<file path="config.mk">
export PLATFORM = sky130hd
export DESIGN_NAME = disk_request_scheduler_top
export DESIGN_NICKNAME = d
export VERILOG_FILES = /design/src/drs_pkg.sv /design/src/drs_cell.sv /design/src/drs_seek.sv /design/src/disk_request_scheduler_top.sv
export SDC_FILE = /design/constraint.sdc
export NUM_CORES = 2
export LEC_CHECK = 0
export BUFFER_PORTS_ARGS = -buffer_cell sky130_fd_sc_hd__buf_2
export CAP_MARGIN = 20
export CORE_MARGIN = 2
export CORE_UTILIZATION = 28
export CTS_CLUSTER_SIZE = 20
export DETAILED_ROUTE_END_ITERATION = 16
export GPL_TIMING_DRIVEN = 0
export PLACE_DENSITY = 0.4
export SYNTH_ARGS = -nofsm -noshare
export SYNTH_HDL_FRONTEND = slang
export SYNTH_HIERARCHICAL = 1
export SYNTH_SLANG_ARGS = --single-unit
export TNS_END_PERCENT = 10
</file>
<file path="constraint.sdc">
create_clock -name clk -period 15.27 [get_ports clk]
set_input_delay 3.8175 -clock clk [delete_from_list [all_inputs] [get_ports clk]]
set_output_delay 3.8175 -clock clk [all_outputs]
set_load 0.01 [all_outputs]
</file>
<file path="src/drs_pkg.sv">
// ----------------------------------------------------------------------------
// Disk request scheduler package
// Shared types and constants for the scheduler cells and the top level.
// ----------------------------------------------------------------------------
package drs_pkg;

  localparam int MaxRequests = 16;
  localparam int IdxW = $clog2(MaxRequests);
  localparam int CntW = $clog2(MaxRequests + 1);
  localparam int TrackW = 16;
  localparam int SumW = 21;

  localparam logic [2:0] ALG_FCFS = 3'd0;
  localparam logic [2:0] ALG_SCAN = 3'd1;
  localparam logic [2:0] ALG_CSCAN = 3'd2;
  localparam logic [2:0] ALG_LOOK = 3'd3;
  localparam logic [2:0] ALG_CLOOK = 3'd4;
  localparam logic [2:0] ALG_SSTF = 3'd5;

  localparam logic [1:0] CFG_ALGORITHM = 2'd0;
  localparam logic [1:0] CFG_SWEEP_DOWN = 2'd1;
  localparam logic [1:0] CFG_LAST_TRACK = 2'd2;
  localparam logic [1:0] CFG_START_HEAD = 2'd3;

  typedef enum logic [2:0] {
    ST_LOAD,
    ST_SORT,
    ST_PICK,
    ST_EMIT,
    ST_DONE
  } state_t;

  // Control broadcast from the sequencer to every cell.
  typedef struct packed {
    logic              load;    // shift a new track into the chain
    logic              sort_odd; // odd/even transposition phase select
    logic              sort_en;
    logic              clear;   // end of run, drop all entries
    logic              mark;    // mark the selected entry served
    logic [IdxW-1:0]   mark_idx;
  } cell_ctrl_t;

  function automatic logic [TrackW-1:0] abs_diff(input logic [TrackW-1:0] a,
                                                  input logic [TrackW-1:0] b);
    abs_diff = (a > b) ? a - b : b - a;
  endfunction

endpackage

</file>
<file path="src/drs_cell.sv">
// ----------------------------------------------------------------------------
// Scheduler storage cell
// Holds one request word with valid and served flags; takes part in the
// shift-in load and in odd/even transposition sorting with its neighbors.
// ----------------------------------------------------------------------------
module drs_cell import drs_pkg::*; (
  input  logic              clk,
  input  logic              rst_n,
  input  cell_ctrl_t        ctrl,
  input  logic [IdxW-1:0]   pos,
  input  logic              sort_en,     // this cell pairs upward in this phase
  input  logic              sort_lo,     // this cell is the upper of a pair
  input  logic [TrackW-1:0] prev_track,  // neighbor below
  input  logic              prev_valid,
  input  logic [TrackW-1:0] next_track,  // neighbor above
  input  logic              next_valid,
  input  logic [TrackW-1:0] load_track,  // value written when this is the tail
  input  logic              load_here,
  output logic [TrackW-1:0] track,
  output logic              valid,
  output logic              served
);

  logic [TrackW-1:0] track_r, track_nxt;
  logic valid_r, valid_nxt, served_r, served_nxt;

  // Compare-exchange with the neighbor; invalid entries count as largest.
  always_comb begin
    track_nxt = track_r;
    valid_nxt = valid_r;
    served_nxt = served_r;
    if (ctrl.clear) begin
      valid_nxt = 1'b0;
      served_nxt = 1'b0;
    end else if (ctrl.load && load_here) begin
      track_nxt = load_track;
      valid_nxt = 1'b1;
    end else if (ctrl.sort_en && sort_en && valid_r && next_valid &&
                 next_track < track_r) begin
      track_nxt = next_track;
    end else if (ctrl.sort_en && sort_lo && valid_r && prev_valid &&
                 track_r < prev_track) begin
      track_nxt = prev_track;
    end else if (ctrl.mark && ctrl.mark_idx == pos) begin
      served_nxt = 1'b1;
    end
  end

  always_ff @(posedge clk) begin
    if (!rst_n) begin
      valid_r <= 1'b0;
      served_r <= 1'b0;
    end else begin
      valid_r <= valid_nxt;
      served_r <= served_nxt;
    end
    track_r <= track_nxt;
  end

  assign track = track_r;
  assign valid = valid_r;
  assign served = served_r;

endmodule

</file>
<file path="src/drs_seek.sv">
// ----------------------------------------------------------------------------
// Nearest-request search
// Scans the cells one per cycle while step is high and keeps the unserved
// entry nearest to the head, earliest index winning ties.
// ----------------------------------------------------------------------------
module drs_seek import drs_pkg::*; (
  input  logic              clk,
  input  logic              rst_n,
  input  logic              start,
  input  logic              step,
  input  logic [TrackW-1:0] head,
  input  logic [TrackW-1:0] cand_track,
  input  logic              cand_ok,
  input  logic [IdxW-1:0]   cand_idx,
  output logic              found,
  output logic [IdxW-1:0]   best_idx,
  output logic [TrackW-1:0] best_track
);

  logic found_r, found_nxt;
  logic [IdxW-1:0] idx_r, idx_nxt;
  logic [TrackW-1:0] trk_r, trk_nxt, dist_r, dist_nxt, d;

  // Keep the candidate if strictly closer than the best so far.
  always_comb begin
    d = abs_diff(cand_track, head);
    found_nxt = found_r;
    idx_nxt = idx_r;
    trk_nxt = trk_r;
    dist_nxt = dist_r;
    if (start) begin
      found_nxt = 1'b0;
    end else if (step && cand_ok && (!found_r || d < dist_r)) begin
      found_nxt = 1'b1;
      idx_nxt = cand_idx;
      trk_nxt = cand_track;
      dist_nxt = d;
    end
  end

  always_ff @(posedge clk) begin
    if (!rst_n) begin
      found_r <= 1'b0;
    end else begin
      found_r <= found_nxt;
    end
    idx_r <= idx_nxt;
    trk_r <= trk_nxt;
    dist_r <= dist_nxt;
  end

  assign found = found_r;
  assign best_idx = idx_r;
  assign best_track = trk_r;

endmodule

</file>
<file path="src/disk_request_scheduler_top.sv">
// ----------------------------------------------------------------------------
// Disk request scheduler top level
// Collects requests in a chain of cells and emits the service order.
// ----------------------------------------------------------------------------
// Requests are taken one word per cycle into a chain of 16 cells. The word
// marked tlast starts the schedule: the sweep algorithms first sort the chain
// with odd/even transposition (one compare-exchange phase per cycle, 16
// phases), then walk it; SSTF scans the stored cells once per served
// request. Each result word is held in an output register; the next
// result is computed while it waits. Input is not taken again until the
// last result of the batch has left.
module disk_request_scheduler_top import drs_pkg::*; (
  input  logic        clk,
  input  logic        rst_n,
  input  logic        cfg_valid,
  output logic        cfg_ready,
  input  logic [1:0]  cfg_index,
  input  logic [15:0] cfg_data,
  input  logic        in_tvalid,
  output logic        in_tready,
  input  logic [15:0] in_tdata,   // [15:0] request_track
  input  logic        in_tlast,   // last_request
  output logic        out_tvalid,
  input  logic        out_tready,
  output logic [39:0] out_tdata,  // [15:0] served_track, [36:16] total_movement
  output logic        out_tuser,  // is_boundary
  output logic        out_tlast   // end_of_run
);

  // Configuration registers.
  logic [2:0] alg_r;
  logic down_r;
  logic [TrackW-1:0] last_r, start_r;
  assign cfg_ready = 1'b1;
  always_ff @(posedge clk) begin
    if (!rst_n) begin
      alg_r <= ALG_FCFS;
      down_r <= 1'b0;
      last_r <= 16'd199;
      start_r <= '0;
    end else if (cfg_valid) begin
      unique case (cfg_index)
        CFG_ALGORITHM:  alg_r <= cfg_data[2:0];
        CFG_SWEEP_DOWN: down_r <= cfg_data[0];
        CFG_LAST_TRACK: last_r <= cfg_data;
        CFG_START_HEAD: start_r <= cfg_data;
        default: ;
      endcase
    end
  end

  state_t state_r, state_nxt;
  logic [CntW-1:0] cnt_r, cnt_nxt;           // stored requests
  logic [CntW-1:0] ptr_r, ptr_nxt;           // walk / scan pointer
  logic [CntW-1:0] done_r, done_nxt;         // results of requests emitted
  logic [2:0] phase_r, phase_nxt;            // sweep segment
  logic [TrackW-1:0] head_r, head_nxt;
  logic [SumW-1:0] sum_r, sum_nxt;
  logic ovalid_r, ovalid_nxt, olast_r, olast_nxt, obnd_r, obnd_nxt;
  logic [TrackW-1:0] otrk_r, otrk_nxt;
  logic [SumW-1:0] osum_r, osum_nxt;
  logic [CntW-1:0] split_r, split_nxt;

  cell_ctrl_t ctrl;
  logic [TrackW-1:0] trk [MaxRequests];
  logic vld [MaxRequests];
  logic srv [MaxRequests];
  logic [TrackW-1:0] in_clamped;
  logic in_acc, out_free;

  assign in_clamped = (in_tdata > last_r) ? last_r : in_tdata;
  assign in_acc = in_tvalid && in_tready;
  assign out_free = !ovalid_r || out_tready;

  // Chain of cells.
  for (genvar g = 0; g < MaxRequests; g++) begin : g_cell
    logic pe, pl;
    assign pe = (g + 1 < MaxRequests) && ((g % 2) == int'(ctrl.sort_odd));
    assign pl = (g > 0) && (((g - 1) % 2) == int'(ctrl.sort_odd));
    drs_cell u_cell (
      .clk, .rst_n, .ctrl,
      .pos        (IdxW'(g)),
      .sort_en    (pe),
      .sort_lo    (pl),
      .prev_track (trk[(g > 0) ? g - 1 : 0]),
      .prev_valid (vld[(g > 0) ? g - 1 : 0]),
      .next_track (trk[(g + 1 < MaxRequests) ? g + 1 : g]),
      .next_valid (vld[(g + 1 < MaxRequests) ? g + 1 : g]),
      .load_track (in_clamped),
      .load_here  (cnt_r == CntW'(g)),
      .track      (trk[g]),
      .valid      (vld[g]),
      .served     (srv[g])
    );
  end

  // SSTF search unit reads one cell per cycle through the pointer.
  logic [IdxW-1:0] pidx;
  logic [TrackW-1:0] ptrk;
  logic seek_found, seek_start, seek_step;
  logic [IdxW-1:0] seek_idx;
  logic [TrackW-1:0] seek_trk;
  assign pidx = ptr_r[IdxW-1:0];
  assign ptrk = trk[pidx];

  drs_seek u_seek (
    .clk, .rst_n,
    .start      (seek_start),
    .step       (seek_step),
    .head       (head_r),
    .cand_track (ptrk),
    .cand_ok    (ptr_r < cnt_r && !srv[pidx]),
    .cand_idx   (pidx),
    .found      (seek_found),
    .best_idx   (seek_idx),
    .best_track (seek_trk)
  );

  // Next state.
  logic sweep_alg, sort_done, emit_go, emit_bnd, emit_end;
  logic [TrackW-1:0] emit_trk;
  logic [SumW-1:0] sum_new;
  assign sweep_alg = (alg_r == ALG_SCAN) || (alg_r == ALG_CSCAN) ||
                     (alg_r == ALG_LOOK) || (alg_r == ALG_CLOOK);
  assign sort_done = ptr_r == CntW'(MaxRequests);

  always_comb begin
    state_nxt = state_r;
    unique case (state_r)
      ST_LOAD: if (in_acc && in_tlast) state_nxt = sweep_alg ? ST_SORT : ST_EMIT;
      ST_SORT: if (sort_done) state_nxt = ST_PICK;
      ST_PICK: if (emit_go && emit_end) state_nxt = ST_DONE;
      ST_EMIT: if (emit_go && emit_end) state_nxt = ST_DONE;
      ST_DONE: if (!ovalid_r) state_nxt = ST_LOAD;
      default: state_nxt = ST_LOAD;
    endcase
  end

  // Sweep walk: phases 4 split, 0 first run, 1 far boundary, 2 wrap
  // boundary, 3 second run. SSTF: ptr scans stored cells, emits the winner.
  logic up;
  logic [CntW-1:0] sidx;
  assign up = !down_r;
  always_comb begin
    emit_go = 1'b0;
    emit_bnd = 1'b0;
    emit_trk = '0;
    emit_end = 1'b0;
    seek_start = 1'b0;
    seek_step = 1'b0;
    sidx = '0;
    ptr_nxt = ptr_r;
    phase_nxt = phase_r;
    done_nxt = done_r;
    split_nxt = split_r;
    ctrl = '0;
    ctrl.mark_idx = seek_idx;
    ctrl.sort_odd = ptr_r[0];
    unique case (state_r)
      ST_LOAD: begin
        ctrl.load = in_acc && (cnt_r < CntW'(MaxRequests));
        ptr_nxt = '0;
        phase_nxt = '0;
        done_nxt = '0;
        split_nxt = '0;
      end
      ST_SORT: begin
        ctrl.sort_en = !sort_done;
        ptr_nxt = sort_done ? '0 : ptr_r + 1'b1;
      end
      ST_PICK: begin
        if (phase_r == 3'd4) begin
          // Find split: first sorted entry at or above the head.
          if (ptr_r < cnt_r && trk[pidx] < head_r) begin
            ptr_nxt = ptr_r + 1'b1;
          end else begin
            split_nxt = ptr_r;
            phase_nxt = 3'd0;
            ptr_nxt = up ? ptr_r : ptr_r;
          end
        end else if (out_free) begin
          unique case (phase_r)
            3'd0: begin
              if (up ? (ptr_r < cnt_r) : (ptr_r > 0)) begin
                sidx = up ? ptr_r : ptr_r - 1'b1;
                emit_go = 1'b1;
                emit_trk = trk[sidx[IdxW-1:0]];
                ptr_nxt = up ? ptr_r + 1'b1 : ptr_r - 1'b1;
              end else begin
                phase_nxt = 3'd1;
              end
            end
            3'd1: begin
              phase_nxt = 3'd2;
              if (alg_r == ALG_SCAN || alg_r == ALG_CSCAN) begin
                emit_go = 1'b1;
                emit_bnd = 1'b1;
                emit_trk = up ? last_r : '0;
              end
              ptr_nxt = (alg_r == ALG_SCAN || alg_r == ALG_LOOK) ? split_r :
                        (up ? '0 : cnt_r);
            end
            3'd2: begin
              phase_nxt = 3'd3;
              if (alg_r == ALG_CSCAN && (up ? split_r > 0 : split_r < cnt_r)) begin
                emit_go = 1'b1;
                emit_bnd = 1'b1;
                emit_trk = up ? '0 : last_r;
              end
            end
            default: begin
              // Second run, direction set by the algorithm and the sweep direction.
              if ((alg_r == ALG_SCAN || alg_r == ALG_LOOK) ? up : !up) begin
                if (ptr_r > 0 && ((alg_r == ALG_SCAN || alg_r == ALG_LOOK) ||
                                  ptr_r > split_r)) begin
                  sidx = ptr_r - 1'b1;
                  emit_go = 1'b1;
                  emit_trk = trk[sidx[IdxW-1:0]];
                  ptr_nxt = ptr_r - 1'b1;
                end
              end else begin
                if (ptr_r < ((alg_r == ALG_SCAN || alg_r == ALG_LOOK) ? cnt_r :
                             split_r)) begin
                  sidx = ptr_r;
                  emit_go = 1'b1;
                  emit_trk = trk[sidx[IdxW-1:0]];
                  ptr_nxt = ptr_r + 1'b1;
                end
              end
            end
          endcase
          if (emit_go && !emit_bnd) done_nxt = done_r + 1'b1;
          // The far boundary of SCAN and C-SCAN always follows the first run.
          emit_end = emit_go && !emit_bnd && (done_r + 1'b1 == cnt_r) &&
                     !(phase_r == 3'd0 && (alg_r == ALG_SCAN || alg_r == ALG_CSCAN));
          // A boundary is last only if no requests follow it.
          if (emit_go && emit_bnd && done_r == cnt_r &&
              !(phase_r == 3'd1 && alg_r == ALG_CSCAN &&
                (up ? split_r > 0 : split_r < cnt_r)))
            emit_end = 1'b1;
        end
      end
      ST_EMIT: begin
        if (alg_r == ALG_SSTF) begin
          if (ptr_r <= cnt_r && ptr_r < CntW'(MaxRequests)) begin
            seek_step = 1'b1;
            seek_start = (ptr_r == 0) && (phase_r == 3'd0);
            if (seek_start) seek_step = 1'b0;
            phase_nxt = 3'd1;
            ptr_nxt = ptr_r + 1'b1;
            if (seek_start) ptr_nxt = ptr_r;
          end else if (out_free) begin
            emit_go = 1'b1;
            emit_trk = seek_trk;
            ctrl.mark = 1'b1;
            done_nxt = done_r + 1'b1;
            emit_end = done_r + 1'b1 == cnt_r;
            ptr_nxt = '0;
            phase_nxt = 3'd0;
          end
          if (!seek_found && ptr_r >= cnt_r && phase_r != 3'd0) ptr_nxt = ptr_r;
        end else if (out_free && ptr_r < cnt_r) begin
          emit_go = 1'b1;
          emit_trk = trk[pidx];
          ptr_nxt = ptr_r + 1'b1;
          done_nxt = done_r + 1'b1;
          emit_end = ptr_r + 1'b1 == cnt_r;
        end
      end
      default: begin
        ctrl.clear = !ovalid_r;
      end
    endcase
    if (state_r == ST_SORT && sort_done) phase_nxt = 3'd4;
  end

  // Head, movement sum and the output register.
  assign sum_new = sum_r + SumW'(abs_diff(emit_trk, head_r));
  always_comb begin
    head_nxt = head_r;
    sum_nxt = sum_r;
    cnt_nxt = cnt_r;
    ovalid_nxt = ovalid_r && !out_tready;
    otrk_nxt = otrk_r;
    obnd_nxt = obnd_r;
    osum_nxt = osum_r;
    olast_nxt = olast_r;
    if (state_r == ST_LOAD) begin
      head_nxt = (start_r > last_r) ? last_r : start_r;
      sum_nxt = '0;
      if (ctrl.load) cnt_nxt = cnt_r + 1'b1;
    end
    if (emit_go) begin
      head_nxt = emit_trk;
      sum_nxt = sum_new;
      ovalid_nxt = 1'b1;
      otrk_nxt = emit_trk;
      obnd_nxt = emit_bnd;
      olast_nxt = emit_end;
      osum_nxt = emit_end ? sum_new : '0;
    end
    if (state_r == ST_DONE && !ovalid_r) cnt_nxt = '0;
  end

  always_ff @(posedge clk) begin
    if (!rst_n) begin
      state_r <= ST_LOAD;
      cnt_r <= '0;
      ptr_r <= '0;
      done_r <= '0;
      phase_r <= '0;
      ovalid_r <= 1'b0;
    end else begin
      state_r <= (cnt_nxt == '0 && state_r == ST_LOAD) ? ST_LOAD : state_nxt;
      cnt_r <= cnt_nxt;
      ptr_r <= ptr_nxt;
      done_r <= done_nxt;
      phase_r <= phase_nxt;
      ovalid_r <= ovalid_nxt;
    end
    head_r <= head_nxt;
    sum_r <= sum_nxt;
    otrk_r <= otrk_nxt;
    obnd_r <= obnd_nxt;
    osum_r <= osum_nxt;
    olast_r <= olast_nxt;
    split_r <= split_nxt;
  end

  assign in_tready = (state_r == ST_LOAD);
  assign out_tvalid = ovalid_r;
  assign out_tdata = {3'b000, osum_r, otrk_r};
  assign out_tuser = obnd_r;
  assign out_tlast = olast_r;

  // Checks on the sequencer and output register.
  a_no_input_while_busy: assert property (@(posedge clk) disable iff (!rst_n)
    ovalid_r |-> !in_tready) else $error("input taken while results pending");
  a_count_bound: assert property (@(posedge clk) disable iff (!rst_n)
    cnt_r <= CntW'(MaxRequests)) else $error("request count overflow");
  a_sum_only_last: assert property (@(posedge clk) disable iff (!rst_n)
    (ovalid_r && !olast_r) |-> osum_r == '0) else $error("sum on non-final word");

endmodule

</file>
Word level (Yosys, flattened, before mapping)
Index checks and enable logic that the tools add are counted.

Input bits: 40. Register bits: 464. Output and inout bits: 45. Word-level logic and storage cells: 674.

$lt $le $gt $ge: 34. Equality and inequality tests: 81. Reductions and logical operators: 247. Mux-type cells: 178. Add/subtract/negate cells: 9. Bitwise gates (word level): 55.

Operators with widths (number): $mux 16 (72); $lt 16x16->1 (17); $bmux 16 s4 (3); $logic_and 1x1->1 (152); $mux 5 (30); $gt 16x16->1 (4); $sub 16x16->16 (4); $reduce_and 4->1 (15); $not 1->1 (52); $pmux 16 s3 (1); $reduce_bool 3->1 (16); $mux 1 (43); $mux 21 (2); $reduce_and 2->1 (21); $eq 5x4->1 const B (8); $mux 3 (12); $eq 4x4->1 const B (8); $pmux 16 s2 (1); $ne 3x3->1 const B (10); $pmux 5 s3 (2); $ne 4x4->1 const B (7); $add 21x16->21 (1); $reduce_and 7->1 (3); $eq 5x3->1 const B (4); other kinds (50) (116).

Depth between registers and ports, before layout
Depth after elaboration: 20. Gate-level depth with buffers: 35. Depth with buffers taken out: 29.

By module
The synthesis kept the hierarchy.

Modules (own cells, without submodules): drs_cell (g_cell[1].u_cell ...) (cells each 237, seq. area each 520.5 um^2, times used 9, area each 2124.5 um^2); disk_request_scheduler_top (cells each 1808, seq. area each 3593.4 um^2, times used 1, area each 17814.6 um^2); drs_cell (g_cell[0].u_cell ...) (cells each 192, seq. area each 520.5 um^2, times used 7, area each 1717.9 um^2); drs_seek (cells each 330, seq. area each 1101.1 um^2, times used 1, area each 3165.5 um^2).

Worst setup path after synthesis
OpenSTA, ideal clock, no wires.

Path type: reg-to-reg. From: register ptr_r[0]. To: register u_seek.idx_r[0] (netlist: u_seek/best_idx[0]), enable pin. Setup time: 0.623 ns. Arrival time: 10.988 ns. Clock period less this slack: 11.611 ns. Path slack: 3.659 ns. Data required time: 14.647 ns. Path buffers: 3. Cell stages (with the launch flop): 19. Cell sequence: dfxtp_1 > buf_6 > buf_6 > clkbuf_1 > mux4_2 > mux4_2 > fa_1 > a211o_1 > a211oi_1 > o31ai_1 > o21ai_2 > mux2i_1 > xnor2_1 > ha_1 > a21o_1 > a21o_1 > a21oi_1 > o21ai_0 > a2111oi_0.

Word-level cells in the longest chain between the ends: 10. Elaborated cells on any way between the ends: 32. Those cells by class: add/sub (2); order compare (5); mux (14); bitwise (2); reduce/logical (9).

Ends and longest elaborated chain: start, declared (line disk_request_scheduler_top.sv:54) `logic [CntW-1:0] ptr_r, ptr_nxt;`; start signal, assigned (line disk_request_scheduler_top.sv:316) `ptr_r <= ptr_nxt;`; $not 4->5 (not written as such) * (line disk_request_scheduler_top.sv:104) `assign ptrk = trk[pidx];`; $bmux 16 s4 * (line disk_request_scheduler_top.sv:104); $mux 16 (not written as such) * (2 in a row) (line disk_request_scheduler_top.sv:104); via ptrk[1] (line disk_request_scheduler_top.sv:99) `logic [TrackW-1:0] ptrk;`; $sub 16x16->16 / $gt 16x16->1 (equally long branches) (line drs_pkg.sv:45) `abs_diff = (a > b) ? a - b : b - a;`; $mux 16 * (line drs_pkg.sv:45); via u_seek.d[9] (line drs_seek.sv:22) `logic [TrackW-1:0] trk_r, trk_nxt, dist_r, dist_nxt, d;`; $lt 16x16->1 * (line drs_seek.sv:33) `end else if (step && cand_ok && (!found_r || d < dist_r)) begin`; $logic_or 1x1->1 * (line drs_seek.sv:33); $logic_and 1x1->1 * (line drs_seek.sv:33); $reduce_and 2->1 (no source line) *; end signal, assigned (line drs_seek.sv:47) `idx_r <= idx_nxt;`; end, declared (line drs_seek.sv:21) `logic [IdxW-1:0] idx_r, idx_nxt;`.

Mark *: on every way through the listed nets, which the timed path passes. The rest lies on a longest branch. The select of a mux whose other input is x is not followed. A chain may end at the register's enable or synchronous reset.

Worst setup path after layout
From: register ptr_r[1]. To: register osum_r[17] (data pin).

Elaborated cells on any way between the ends: 64. Those cells by class: add/sub (5); order compare (7); eq/ne (1); mux (38); bitwise (3); reduce/logical (10).

RTL lines: $sub 5x1->5; $not 4->5 (not written as such) / $mux 4 (equally long branches) (line disk_request_scheduler_top.sv:218, disk_request_scheduler_top.sv:185); $bmux 16 s4 / $not 4->5 (equally long branches) (line disk_request_scheduler_top.sv:218, disk_request_scheduler_top.sv:187); $mux 16 (not written as such) / $bmux 16 s4 (equally long branches) (line disk_request_scheduler_top.sv:218, disk_request_scheduler_top.sv:187); $mux 16, on equally long branches (line disk_request_scheduler_top.sv:218, disk_request_scheduler_top.sv:187); $mux 16, on equally long branches (line disk_request_scheduler_top.sv:214, disk_request_scheduler_top.sv:187); $mux 16, on equally long branches (line disk_request_scheduler_top.sv:213, disk_request_scheduler_top.sv:184); $pmux 16 s3 (line disk_request_scheduler_top.sv:182) `unique case (phase_r)`; $mux 16 (line disk_request_scheduler_top.sv:181) `end else if (out_free) begin`; $mux 16 (line disk_request_scheduler_top.sv:172) `if (phase_r == 3'd4) begin`; $pmux 16 s2 * (line disk_request_scheduler_top.sv:159) `unique case (state_r)`; via emit_trk[11] (line disk_request_scheduler_top.sv:121) `logic [TrackW-1:0] emit_trk;`; $sub 16x16->16 / $gt 16x16->1 (equally long branches) (line drs_pkg.sv:45); $mux 16 * (line drs_pkg.sv:45); $add 21x16->21 * (line disk_request_scheduler_top.sv:278) `assign sum_new = sum_r + SumW'(abs_diff(emit_trk, head_r));`; end signal, assigned (line disk_request_scheduler_top.sv:325) `osum_r <= osum_nxt;`; end, declared (line disk_request_scheduler_top.sv:61) `logic [SumW-1:0] osum_r, osum_nxt;`.

Marks and branches as above.

==> metrics list <==
- Worst IR drop on VDD: 0.0000873 V
- By area the synthesized netlist is led by sky130_fd_sc_hd__edfxtp_1 (21%), sky130_fd_sc_hd__ha_1 (16%), sky130_fd_sc_hd__mux4_2 (9.0%).
* Critical path endpoint category: flip-flop
* Max stage delay cell, worst path: sky130_fd_sc_hd__dfxtp_1
- Rows: 158
- The number of antenna violations at the first check in global routing came to 9.
- Final clock period utilization by the worst path: 82.5%
* Nets@finish: 6565
- Once routing completed, OpenROAD measured the worst setup slack at 2.67 ns.
- From bottom edge to top edge, the die measures 435 µm.
- STA classifies the critical path startpoint as a flip-flop.
* Critical path fanouts, max: 11
- Summing all placed instances gives a cell area of 56800 µm².
* Top-count cell post-synth: sky130_fd_sc_hd__ha_1
* HP Class: reg2reg
* Clock skew: 0.0576 ns
- In the final layout, the share of cells above drive strength 1 is 10.4%.
* Number of instances in the synthesized netlist: 5615
- At the pin with the least slew margin, the transition time is 1.20 ns.
- Areal power density over the cells: 127 nW/µm²
- In this design, the largest share of critical-path delay is due to buffers and inverters.
- Dividing the detail-routed wire length by the instance count gives 28.5 µm.
- Summed over all cells, the static leakage comes to 24.8 nW.
* Type of the worst setup path: reg2reg
* Post-CTS setup-driven buffer insertion count: 0
- Count of buffers inserted at the top-level ports: 80
* Total of cells resized after clock tree synthesis: 0
- The H-tree generated during clock tree synthesis spans 3 levels.
- Global routing finished with a remaining overflow of 0.
- Counting the buffers created by CTS gives 66.
- Remaining routing DRC violations: 0
- Global routing consumed, over all layers together, 24.5% of the routing resources.
* MaxCap Viol Count: 0
- Hold buffers post-CTS: 0
- The number of global-route vias before repair came to 46.5k.
- Area share of the largest cell type after synthesis: 21.5%
* Remaining antenna violation count after routing: 0
- CTS placed an instance of sky130_fd_sc_hd__clkbuf_16 at the clock tree root.
- Area of the core: 185000 µm²
* Top post-synthesis cells by count: sky130_fd_sc_hd__ha_1 (649), sky130_fd_sc_hd__inv_1 (625), sky130_fd_sc_hd__nand2_1 (467), sky130_fd_sc_hd__a21oi_1 (384), sky130_fd_sc_hd__edfxtp_1 (373)
- Required time at the endpoint of the critical path: 15.71 ns
- On the worst path, the slowest cell contributes a delay of 0.81 ns.
* Leading area contributor after synthesis: sky130_fd_sc_hd__edfxtp_1
* Post-DP HPWL: 184000 µm
- Post-route design area: 59100 µm²
- Entering global routing, the biggest net connects 35 pins.
* Relative slew slack: 19.4%
- Setup slack after placement: 3.20 ns
- Clk sinks: 464
- The clock period could shrink to 12.60 ns.
* Layout overhead on the synthesized area: 13.3%
* Final setup violation count: 0
* Unrepaired setup endpoints after global routing: no
- Total count of hold-check failures in the final report: 0
- Post-detailed-route via-to-cell ratio: 5.71
* Maximum clock frequency: 79.4 MHz
- Total number of yosys warnings: 6
- Wire length of the first global-routing pass: 342000 µm
- Number of detailed-routing iterations run before antenna repair: 7
- Sequential cells were found to cover 25.0% of the synthesized design area.
* Number of synthesized flops with an enable pin: 373
- Overall die area: 190000 µm²
* Endpoint arrival time on the critical path: 13.04 ns
* Area of the mapped netlist: 52100 µm²
- Last weighted congestion value of the routability-driven placer: 0.963
* Top Ports: 85
- The clock passes through at most 3 buffers.
- Counting flops with an async set or reset pin after synthesis yields a share of 0%.
- The later pin in the worst-skew pair is clocked with a latency of 0.72 ns.
- Via count of the routed design: 48.0k
- Result of the run: complete, no violations
- Routed wire length: 239000 µm
- After clock tree synthesis, the clock-pin slew on the worst setup and hold paths is 0.06 ns.
- Clock tree from TritonCTS: done
* Effective utilization at floorplan: 28.1%
- Die extent in x: 435 µm
- For this run, the leading register cell type out of synthesis is sky130_fd_sc_hd__edfxtp_1.
* Netlist cell types: 94
* Buffering stage count on the worst path with inverters included: 11
- The worst register-to-register path has a setup slack of 2.67 ns.
* Number of DRC markers in iteration 0: 5159
- Pins Over Slew Limit: 0
- Mean post-synth cell area: 9.28 µm²
- Counting flops and latches in the post-synthesis netlist gives 464.
[per-stage QoR]
stage	setup TNS [ns]	instances	utilization [%]	power [mW]	hold WS (ns)
floorplan	0	5683	-	4.43	0.420
global placement	-144.42	8243	30.2	5.76	0.434
detailed placement	0	8282	30.7	5.82	0.450
CTS	0	8402	31.9	7.51	0.464
global route	0	8404	31.9	7.96	0.472
finish	0	8410	31.9	7.50	0.465
[cells in the final DEF, fill, tap and decap left out, drive strengths merged, types with 39 or more instances in the layout]
cell type    n
a21o        81
nor2b       92
o21ai      184
and3       163
conb        70
a222oi     144
a31oi       39
inv        628
a2111oi    166
o21a        41
a211oi      85
nor2       337
ha         649
edfxtp     373
clkbuf     311
nand4       76
xor2        77
mux2i      219
xnor2       62
nand3       73
mux4       209
a21bo      144
dfxtp       91
buf        215
a21oi      391
nand2      467
[cells by family (layout without fill, tap and decap cells)]
group	count (synthesis)	in the layout	synth area share (%)
XOR/XNOR	139	139	2.34
AO/OA/AOI/OAI	1532	1532	22.4
other	2	77	0.0144
AND/OR/NAND/NOR	1434	1434	13.4
adder cells (fa/ha/maj)	654	654	15.8
buffers and inverters	954	1194	7.65
flip-flops	464	464	25.0
multiplexers	436	436	13.4
[final cells by class]
| cell class | instances | area, µm² |
|---|---|---|
| flip-flops and latches | 464 | 13000 |
| clock buffers | 80 | 1700 |
| inverters | 628 | 2360 |
| repair buffers | 120 | 1070 |
| diodes | 7 | 17.5 |
| fillers | 19386 | 126000 |
| well taps | 2480 | 3100 |
| clock inverters | 40 | 539 |
| plain buffers | 326 | 1630 |
| multi-input cells | 4265 | 35600 |
[final timing paths]
kind                           startpoint                 endpoint  cells after the start
setup / recovery                 ptr_r[1]               osum_r[17]                     36
hold reg to reg   g_cell[6].u_cell/served  g_cell[6].u_cell/served                      1
hold / removal    g_cell[6].u_cell/served  g_cell[6].u_cell/served                      1
setup reg to reg                 ptr_r[1]               osum_r[17]                     36
[flip-flops by register name (all words and copies together) (netlist names)]
name	count
u_seek/best_track	16
last_r	16
g_cell.u_cell/valid	16
done_r	5
g_cell.u_cell/track	256
out_tlast	1
head_r	16
u_seek/found	1
u_seek/dist_r	16
phase_r	3
out_tuser	1
down_r	1
otrk_r	16
start_r	16
ptr_r	5
split_r	5
state_r	3
u_seek/best_idx	4
cnt_r	5
osum_r	21
alg_r	3
g_cell.u_cell/served	16
sum_r	21
out_tvalid	1
[where the power goes]
part / switching [mW] / leakage [nW] / internal [mW]
Sequential: 0.246 / 4.21 / 1.57
Clock: 0.689 / 1.08 / 0.961
Combinational: 2.48 / 19.5 / 1.56
Total: 3.41 / 24.8 / 4.09
[metal layers]
metal	vias up	GRT usage, %	wire (µm)
met4	0	11.5	12700
li1	21818	-	-
met5	-	0	0
met2	1928	39.1	108000
met1	23833	32.6	104000
met3	418	3.52	14900
Note: power is estimated with default switching activity, not from simulation.
